[config.mk]
export PLATFORM = sky130hd
export DESIGN_NAME = tbgtd_ctrl
export DESIGN_NICKNAME = d
export VERILOG_FILES = /design/src/design/tbgtd_pkg.sv /design/src/design/tbgtd_ctrl.sv
export SDC_FILE = /design/constraint.sdc
export NUM_CORES = 1
export LEC_CHECK = 0
export ABC_AREA = 1
export BUFFER_PORTS_ARGS = -buffer_cell sky130_fd_sc_hd__buf_2
export CORE_UTILIZATION = 60
export CTS_CLUSTER_SIZE = 40
export DETAILED_ROUTE_END_ITERATION = 8
export GPL_ROUTABILITY_DRIVEN = 0
export GPL_TIMING_DRIVEN = 0
export PLACE_DENSITY = 0.86
export REMOVE_ABC_BUFFERS = 1
export SLEW_MARGIN = 25
export SYNTH_ARGS = -nofsm -noshare
export SYNTH_HDL_FRONTEND = slang
export SYNTH_SLANG_ARGS = --single-unit
[constraint.sdc]
create_clock -name clk_i -period 3.55 [get_ports clk_i]
set_clock_uncertainty 0.2 [all_clocks]
set_input_delay 1.065 -clock clk_i [delete_from_list [all_inputs] [get_ports clk_i]]
set_output_delay 1.065 -clock clk_i [all_outputs]
set_load 0.03 [all_outputs]
[src/design/tbgtd_pkg.sv]
`timescale 1ns / 1ps
// ----------------------------------------------------------------------------
// tbgtd_pkg: shared types and constants
// Register indexes, controller commands, status and fixed widths.
// ----------------------------------------------------------------------------
package tbgtd_pkg;

  localparam int SAMPLE_W   = 16;
  localparam int ACC_W      = 40;
  localparam int PWR_W      = 48;
  localparam int CS_W       = 36;
  localparam int COEF_W     = 18;
  localparam int MODE_W     = 2;
  localparam int LEN_W      = 13;
  localparam int GAIN_W     = 16;
  localparam int CFG_IDX_W  = 3;
  localparam int CFG_DATA_W = 48;

  localparam logic [MODE_W-1:0] MODE_RST      = 2'd1;
  localparam logic [LEN_W-1:0]  BLOCK_LEN_RST = 13'd4096;
  localparam logic [CS_W-1:0]   BIN_CS_RST    = 36'h4_0000_0000;
  localparam logic [GAIN_W-1:0] THRESH_RST    = 16'd256;
  localparam logic [GAIN_W-1:0] ALPHA_RST     = 16'd6554;
  localparam logic [PWR_W-1:0]  PWR_MAX       = '1;

  typedef enum logic [CFG_IDX_W-1:0] {
    REG_MODE       = 3'd0,
    REG_BLOCK_LEN  = 3'd1,
    REG_CENTRAL_CS = 3'd2,
    REG_RIGHT_CS   = 3'd3,
    REG_LEFT_CS    = 3'd4,
    REG_THRESH     = 3'd5,
    REG_ALPHA      = 3'd6,
    REG_FLOOR      = 3'd7
  } reg_idx_e;

  typedef enum logic [3:0] {
    OP_NONE = 4'd0,
    OP_LOAD = 4'd1,
    OP_DROP = 4'd2,
    OP_REC  = 4'd3,
    OP_CNT  = 4'd4,
    OP_MUL  = 4'd5,
    OP_AB   = 4'd6,
    OP_SQA  = 4'd7,
    OP_SQB  = 4'd8,
    OP_AVG1 = 4'd9,
    OP_AVG2 = 4'd10,
    OP_DEC1 = 4'd11,
    OP_DEC2 = 4'd12,
    OP_OUT  = 4'd13
  } op_e;

  typedef struct packed {
    op_e        op;
    logic [2:0] idx;   // recursion index: bin*2 + part
    logic [1:0] sub;   // end-of-block product number
    logic [1:0] bin;   // 0 central, 1 right, 2 left
  } cmd_t;

  typedef struct packed {
    logic mode_en;
    logic avg_en;
    logic last;        // current sample closes the block
    logic out_free;
  } sts_t;

endpackage

[src/design/tbgtd_ctrl.sv]
`timescale 1ns / 1ps
// ----------------------------------------------------------------------------
// tbgtd_ctrl: sequencing state machine
// Steps the datapath through six recursions per sample and the end-of-block
// power, averaging and decision sequence.
// ----------------------------------------------------------------------------
module tbgtd_ctrl (
  input  logic            clk_i,
  input  logic            rst_ni,
  input  logic            in_valid_i,
  output logic            in_ready_o,
  input  tbgtd_pkg::sts_t sts_i,
  output tbgtd_pkg::cmd_t cmd_o
);
  import tbgtd_pkg::*;

  typedef enum logic [11:0] {
    ST_IDLE = 12'b0000_0000_0001,
    ST_REC  = 12'b0000_0000_0010,
    ST_CNT  = 12'b0000_0000_0100,
    ST_MUL  = 12'b0000_0000_1000,
    ST_AB   = 12'b0000_0001_0000,
    ST_SQA  = 12'b0000_0010_0000,
    ST_SQB  = 12'b0000_0100_0000,
    ST_AVG1 = 12'b0000_1000_0000,
    ST_AVG2 = 12'b0001_0000_0000,
    ST_DEC1 = 12'b0010_0000_0000,
    ST_DEC2 = 12'b0100_0000_0000,
    ST_OUT  = 12'b1000_0000_0000
  } state_e;

  state_e     state_q, state_d;
  logic [2:0] idx_q, idx_d;
  logic [1:0] sub_q, sub_d;
  logic [1:0] bin_q, bin_d;

  always_comb begin
    state_d    = state_q;
    idx_d      = idx_q;
    sub_d      = sub_q;
    bin_d      = bin_q;
    in_ready_o = 1'b0;
    cmd_o      = '{op: OP_NONE, idx: idx_q, sub: sub_q, bin: bin_q};
    unique case (state_q)
      ST_IDLE: begin
        in_ready_o = 1'b1;
        if (in_valid_i) begin
          if (sts_i.mode_en) begin
            cmd_o.op = OP_LOAD;
            idx_d    = 3'd0;
            state_d  = ST_REC;
          end else begin
            cmd_o.op = OP_DROP;
          end
        end
      end
      ST_REC: begin
        cmd_o.op = OP_REC;
        if (idx_q == 3'd5) begin
          state_d = ST_CNT;
        end else begin
          idx_d = idx_q + 3'd1;
        end
      end
      ST_CNT: begin
        cmd_o.op = OP_CNT;
        bin_d    = 2'd0;
        sub_d    = 2'd0;
        state_d  = sts_i.last ? ST_MUL : ST_IDLE;
      end
      ST_MUL: begin
        cmd_o.op = OP_MUL;
        sub_d    = sub_q + 2'd1;
        if (sub_q == 2'd3) begin
          state_d = ST_AB;
        end
      end
      ST_AB: begin
        cmd_o.op = OP_AB;
        state_d  = ST_SQA;
      end
      ST_SQA: begin
        cmd_o.op = OP_SQA;
        state_d  = ST_SQB;
      end
      ST_SQB: begin
        cmd_o.op = OP_SQB;
        if (sts_i.avg_en) begin
          state_d = ST_AVG1;
        end else if (bin_q == 2'd2) begin
          state_d = ST_DEC1;
        end else begin
          bin_d   = bin_q + 2'd1;
          state_d = ST_MUL;
        end
      end
      ST_AVG1: begin
        cmd_o.op = OP_AVG1;
        state_d  = ST_AVG2;
      end
      ST_AVG2: begin
        cmd_o.op = OP_AVG2;
        if (bin_q == 2'd2) begin
          state_d = ST_DEC1;
        end else begin
          bin_d   = bin_q + 2'd1;
          state_d = ST_MUL;
        end
      end
      ST_DEC1: begin
        cmd_o.op = OP_DEC1;
        state_d  = ST_DEC2;
      end
      ST_DEC2: begin
        cmd_o.op = OP_DEC2;
        state_d  = ST_OUT;
      end
      ST_OUT: begin
        if (sts_i.out_free) begin
          cmd_o.op = OP_OUT;
          state_d  = ST_IDLE;
        end
      end
      default: begin
        state_d = ST_IDLE;
      end
    endcase
  end

  always_ff @(posedge clk_i or negedge rst_ni) begin
    if (!rst_ni) begin
      state_q <= ST_IDLE;
      idx_q   <= '0;
      sub_q   <= '0;
      bin_q   <= '0;
    end else begin
      state_q <= state_d;
      idx_q   <= idx_d;
      sub_q   <= sub_d;
      bin_q   <= bin_d;
    end
  end

endmodule

# [Yosys cells after proc, flatten, opt, wreduce, memory -nomap -nowiden]
# Index checks and enable logic that the tools add are counted.
[classes] n_addsub=3 mul=0 div=0 magnitude_cmp=0 n_eq_ne=22 shift=0 mux=22 bitwise_logic=0 n_reduce_logical=6
[op_table] operator="12-bit case mux with 12 select lines" n=1
[op_table] operator="12-bit two-way mux" n=5
[op_table] operator="4-bit case mux with 12 select lines" n=1
[op_table] operator="10-bit two-way mux" n=2
[op_table] operator="2-bit inequality test (second input constant)" n=7
[op_table] operator="12-bit by 1-bit equality test with 1-bit output (second input constant)" n=1
[op_table] operator="12-bit by 10-bit equality test with 1-bit output (second input constant)" n=1
[op_table] operator="12-bit by 11-bit equality test with 1-bit output (second input constant)" n=1
[op_table] operator="12-bit equality test (second input constant)" n=1
[op_table] operator="12-bit by 2-bit equality test with 1-bit output (second input constant)" n=1
[op_table] operator="12-bit by 3-bit equality test with 1-bit output (second input constant)" n=1
[op_table] operator="12-bit by 4-bit equality test with 1-bit output (second input constant)" n=1
[op_table] operator="12-bit by 5-bit equality test with 1-bit output (second input constant)" n=1
[op_table] operator="12-bit by 6-bit equality test with 1-bit output (second input constant)" n=1
[op_table] operator="12-bit by 7-bit equality test with 1-bit output (second input constant)" n=1
[op_table] operator="12-bit by 8-bit equality test with 1-bit output (second input constant)" n=1
[op_table] operator="12-bit by 9-bit equality test with 1-bit output (second input constant)" n=1
[op_table] operator="3-bit two-way mux" n=3
[op_table] operator="2-bit two-way mux" n=4
[op_table] operator="4-bit two-way mux" n=2
[op_table] operator="2-bit case mux with 3 select lines" n=1
[op_table] operator="3-bit case mux with 2 select lines" n=1
[op_table] operator="5-bit AND reduction" n=1
[op_table] operator="2-bit by 1-bit adder with 2-bit output (second input constant)" n=2
[op_table] operator="9 further kinds" n=11
[word_totals] register_bits=19 latchBits=0 mem_bits_rw=0 mem_bits_ro=0 in_bits=7 out_inout_bits=12 word_cells=57 n_memories=0

# [Longest topological paths before layout]
# Gate-level depths: netlist of run 1.
[logic_depth] depth_word=4 mapped_depth=11 ltp_nobuf=10

# [Worst setup path after synthesis of run 1]
# Ideal clock, no wire load.
[synth_path] path_type="input-to-output" from="input sts_i[0] (netlist name)" to="output cmd_o[10] (netlist name)" t_arrival_ns=1.539 required_time_ns=2.285 setup_slack_ns=0.746 path_stages=4 path_buffers=0 cell_sequence="nand3_1 -> nand2_1 -> inv_1 -> nand4_1"
[synth_rtl] item="start: declaration" line_no="tbgtd_ctrl.sv:12" text="input tbgtd_pkg::sts_t sts_i,"
[synth_rtl] item="end: declaration" line_no="tbgtd_ctrl.sv:13" text="output tbgtd_pkg::cmd_t cmd_o"

==> results of run 1 <==
-- metrics by stage --
| stage | power (mW) | hold WS (ns) | instances | util | instance area, sq um |
|---|---|---|---|---|---|
| floorplan | 0.6071 | 0.3343 | 189 | - | 1299 |
| global placement | 0.6884 | 0.3033 | 234 | 0.7106 | 1423 |
| detailed placement | 0.7053 | 0.3123 | 234 | 0.7106 | 1423 |
| CTS | 0.8165 | 0.3329 | 238 | 0.7238 | 1449 |
| global route | 0.8852 | 0.3383 | 238 | 0.7238 | 1449 |
| finish | 0.8206 | 0.3284 | 238 | 0.7238 | 1449 |
-- final cells by class --
class / instances / area, sq um
Multi-Input combinational cell: 140 / 709.4
Fill cell: 167 / 553.0
Sequential cell: 19 / 476.7
Inverter: 30 / 112.6
Timing Repair Buffer: 18 / 90.09
Tap cell: 27 / 33.78
Clock buffer: 4 / 26.28
-- flip-flops by register name, summed over array words and instances (netlist names) --
signal	cells
bin_q	2
state_q	12
sub_q	2
idx_q	3
-- critical path, delay by kind of cell (launching register included) --
| family | cells | cell delay, ns |
|---|---|---|
| DFF | 1 | 0.55 |
| and+or+nand+nor | 6 | 0.70 |
| buffers and inverters | 2 | 0.25 |
-- synthesized netlist by cell type --
cell	n	area share
or2_1	2	0.0095
o21ai_0	4	0.015
dfstp_2	1	0.020
mux2i_1	1	0.0076
o22ai_1	1	0.0048
nand2_4	2	0.017
o211ai_1	1	0.0057
nor2_1	26	0.074
inv_1	28	0.080
nand2_2	2	0.0095
inv_2	2	0.0057
nor4_1	1	0.0048
ha_1	4	0.038
nand4_1	5	0.024
nand3_2	1	0.0076
nand2_1	58	0.17
o21ai_2	1	0.0067
a32o_1	1	0.0076
nor2_8	1	0.015
nor2_4	2	0.017
nand3b_1	1	0.0057
nor2_2	2	0.0095
buf_6	1	0.0086
xnor2_1	1	0.0067
nand3_1	16	0.061
dfrtp_1	18	0.34
nor3_1	4	0.015
o21ai_1	3	0.011
-- where the power goes --
part,switching [mW],internal (mW)
sequential,0.0220,0.249
combinational,0.305,0.135
clock,0.0661,0.0439
-- per-layer routing --
| metal | track usage | share of wire |
|---|---|---|
| met5 | 0 | 0 |
| met4 | 0.07353 | 0.014 |
| met3 | 0.02516 | 0.064 |
| met2 | 0.4838 | 0.49 |
| met1 | 0.3629 | 0.43 |
-- kinds of logic after synthesis --
kind of cell | after synthesis | share of synthesized area
xor+xnor | 1 | 0.006687
flops | 19 | 0.3639
fa+ha+maj | 4 | 0.03821
compound gates | 11 | 0.05158
buf+inv | 31 | 0.09456
mux | 1 | 0.007641
simple gates | 123 | 0.4374
-- final timing paths --
kind,end,start,depth (start not counted),slack [ns]
setup / recovery,cmd_o[7],state_q[0]$_DFFE_PN1P_,8,0.48
hold / removal,sub_q[0]$_DFFE_PN0P_,sub_q[0]$_DFFE_PN0P_,1,0.33
setup reg to reg,bin_q[0]$_DFFE_PN0P_,state_q[1]$_DFFE_PN0P_,8,1.77
hold reg to reg,sub_q[0]$_DFFE_PN0P_,sub_q[0]$_DFFE_PN0P_,1,0.33
max in group asynchronous,state_q[0]$_DFFE_PN1P_,rst_ni,1,2.34
min in group asynchronous,state_q[7]$_DFFE_PN0P_,rst_ni,1,0.48
==> results.tsv, run 1 <==
metric	value	unit
drc	0	
grt_pass1_vias	1186	
num_vias	1266	
ant_nets	0	
clkTransAtPathRegs	0.10	ns
io_pins	19	
post_route_cells_drive_above_1_share	0.1659	
startpoint_type	flop	
drtPass1Iterations	4	
hold_path.class	reg2reg	
start_util	0.6544	
cp_cell_sequence	nor2_1 > nand2_1 > nor2_4 > nand2_1 > inv_1 > nor3_1 > nand2_1 > buf_2	
slew_viol_final	0	
cts_root_buf	clkbuf_4	
syn_to_final_growth	10.60	%
ctsResizeCount	0	
finalHoldViolations	0	
htree_levels	1	
crit_path_frequent_cell	nand2_1	
cap_violations	0	
slowest_delay	0.55	ns
worstSetupPathType	reg2out	
numCtsBuffers	3	
peakVddDrop	0.4686	mV
critPathMaxFanout	4	
coreArea	2002	sq um
min_period_over_period	0.8661	
endpoint_kind	output pin	
final_common_cell	nand2_1	
drtIter0Drc	69	
status	finished clean	
fp.dieH	48.73	microns
p_leak	0.8762	nW
synth_warnings	0	
synth_seq_cells	19	
syn_avg_cell_area	6.895	sq um
period_needed	3.075	ns
rsz0062_at_grt	no	
cts_setup_buffers	0	
syn_inst	190	
setup_viol	0	
tightestPinTransition	0.4307	ns
die_width	48.73	microns
vias_per_cell	5.319	
clkLatencyLatePin	0.30	ns
gr-usage-all-layers	0.2755	
final_nets	223	
required	2.28	ns
grt_max_degree	20	
tritoncts	done	
clock.fmax	325.2	MHz
wirelength	2897	microns
clock-sinks	19	
cts.path.max_buffers	2	
overflow	0	
hpwl	2295	microns
synth.yosys.seq_area_share	0.3639	
grt_antenna_before_repair	0	
wl_per_cell	12.17	microns
setup_ws	0.4753	ns
ys_types	28	
syn-cell-area	1310	sq um
rows	16	
diodes	0	
dieArea	2374	sq um
layout_common_cells	nand2_1, inv_1, nor2_1	
power_density	566.4	nW/um^2
critPathSlowestCell	dfstp_2	
grt_first_pass_wirelength	4961	microns
preCtsSetupSlack	0.5723	ns
io_buffers	18	
arrival	1.81	ns
tns	0	ns
postCtsHoldBufs	0	
maxSlewHeadroom	0.7118	
No activity file was read; power rests on OpenSTA's default activity.
==> run 2, diff against run 1 <==
--- a/config.mk
+++ b/config.mk
@@ -7,6 +7,7 @@
 export LEC_CHECK = 0
 export ABC_AREA = 1
 export BUFFER_PORTS_ARGS = -buffer_cell sky130_fd_sc_hd__buf_2
+export CORE_MARGIN = 10
 export CORE_UTILIZATION = 60
 export CTS_CLUSTER_SIZE = 40
 export DETAILED_ROUTE_END_ITERATION = 8
==> results.tsv, run 2 (synthesized netlist as in run 1, its figures left out) <==
metric	value	unit	change
status	finished clean		
cts.path.max_buffers	2		unchanged
rsz0062_at_grt	no		
largest_reg_flops	12		unchanged
final-seq-area	476.7	sq um	unchanged
required	2.28	ns	about the same
overflow	0		unchanged
grt_first_pass_wirelength	5119	microns	+3.2%
drtIter0Drc	96		+39%
tritoncts	done		
die_width	66.73	microns	+37%
post_route_cells_drive_above_1_share	0.1659		unchanged
htree_levels	1		unchanged
setup_viol	0		unchanged
largestRegisters	state_q (12), idx_q (3)		
fillers	170		+1.8%
endpoint_kind	output pin		
startpoint_type	flop		
clkTransAtPathRegs	0.11	ns	about the same
slew_viol_final	0		unchanged
grt_max_degree	20		unchanged
power_density	570.7	nW/um^2	+0.76%
preCtsSetupSlack	0.5730	ns	+0.0007020 ns
grt_antenna_before_repair	0		unchanged
period_needed	3.116	ns	+0.04127 ns
worstSetupPathType	reg2out		
io_buffers	18		unchanged
io_pins	19		unchanged
layout_common_cells	nand2_1, inv_1, nor2_1		
min_period_over_period	0.8778		+0.01163
start_util	0.6479		-0.006479
wirelength	3045	microns	+5.1%
final_nets	223		unchanged
vias_per_cell	5.429		+2.1%
critPathMaxFanout	6		+2
setup_ws	0.4340	ns	-0.04127 ns
syn_to_final_growth	10.60	%	unchanged
ctsResizeCount	0		unchanged
fp.dieH	66.73	microns	+37%
wl_per_cell	12.79	microns	+5.1%
maxSlewHeadroom	0.7040		-0.007803
rows	16		unchanged
cap_violations	0		unchanged
drtPass1Iterations	4		unchanged
final_common_cell	nand2_1		
gr-usage-all-layers	0.1456		-0.1299
num_vias	1292		+2.1%
largest_register	state_q		
cts_root_buf	clkbuf_4		
hpwl	2388	microns	+4.1%
hold_path.class	reg2reg		
drc	0		unchanged
multi_input_area	709.4	sq um	unchanged
cts_setup_buffers	0		unchanged
grt_pass1_vias	1199		+1.1%
dieArea	4452	sq um	+88%
diodes	0		unchanged
clock-sinks	19		unchanged
coreArea	2022	sq um	+1.0%
postCtsHoldBufs	0		unchanged
arrival	1.85	ns	+0.04 ns
clkLatencyLatePin	0.31	ns	about the same
tightestPinTransition	0.4424	ns	+0.01166 ns
finalHoldViolations	0		unchanged
ant_nets	0		unchanged
tns	0	ns	unchanged
power	826.8	uW	+0.76%
clock.fmax	320.9	MHz	-1.3%
p_leak	0.8762	nW	unchanged
numCtsBuffers	3		unchanged
peakVddDrop	0.5136	mV	+9.6%
==> run 2: critical path, cell delays in order (launching register included) <==
cell	delay, ns
dfrtp_1	0.46
nor2_2	0.17
nand2_4	0.11
nor2_8	0.17
nand2_1	0.10
inv_1	0.12
nand3_1	0.12
nand2_1	0.09
buf_2	0.20
==> run 2: final cells by class <==
cell class | instances | share of cell area
Tap cell | 27 | 0.02332
Timing Repair Buffer | 18 | 0.06218
Multi-Input combinational cell | 140 | 0.4896
Clock buffer | 4 | 0.01813
Inverter | 30 | 0.07772
Sequential cell | 19 | 0.3290
==> run 2: metal layers <==
layer  global-route usage  wire (microns)  vias up
li1                     -               -      640
met1               0.1691            1286      594
met2               0.2393            1427       51
met3              0.04181             266        7
met4              0.06806              64        0
met5                    0               0        -
==> run 2: path summary, 6_finish.rpt <==
check,to,start,depth (start not counted),slack [ns]
worst max-delay path,cmd_o[7],state_q[10]$_DFFE_PN0P_,8,0.43
worst min-delay path,sub_q[0]$_DFFE_PN0P_,sub_q[0]$_DFFE_PN0P_,1,0.32
worst max register to register,state_q[4]$_DFFE_PN0P_,state_q[1]$_DFFE_PN0P_,9,1.74
worst min register to register,sub_q[0]$_DFFE_PN0P_,sub_q[0]$_DFFE_PN0P_,1,0.32
max in group asynchronous,state_q[0]$_DFFE_PN1P_,rst_ni,1,2.35
min in group asynchronous,state_q[11]$_DFFE_PN0P_,rst_ni,1,0.47
==> run 2: power by group <==
| group | switching, mW | internal, mW |
|---|---|---|
| Clock | 0.0682 | 0.0439 |
| Sequential | 0.0217 | 0.249 |
| Combinational | 0.309 | 0.135 |
| Total | 0.399 | 0.428 |
==> run 2: through the flow <==
| step | hold WS [ns] | utilization | instance area (sq um) | instances |
|---|---|---|---|---|
| 2_1_floorplan | 0.3343 | - | 1299 | 189 |
| 3_3_place_gp | 0.3085 | 0.7036 | 1423 | 234 |
| 3_5_place_dp | 0.3178 | 0.7036 | 1423 | 234 |
| 4_1_cts | 0.3348 | 0.7166 | 1449 | 238 |
| 5_1_grt | 0.3797 | 0.7166 | 1449 | 238 |
| 6_report | 0.3246 | 0.7166 | 1449 | 238 |
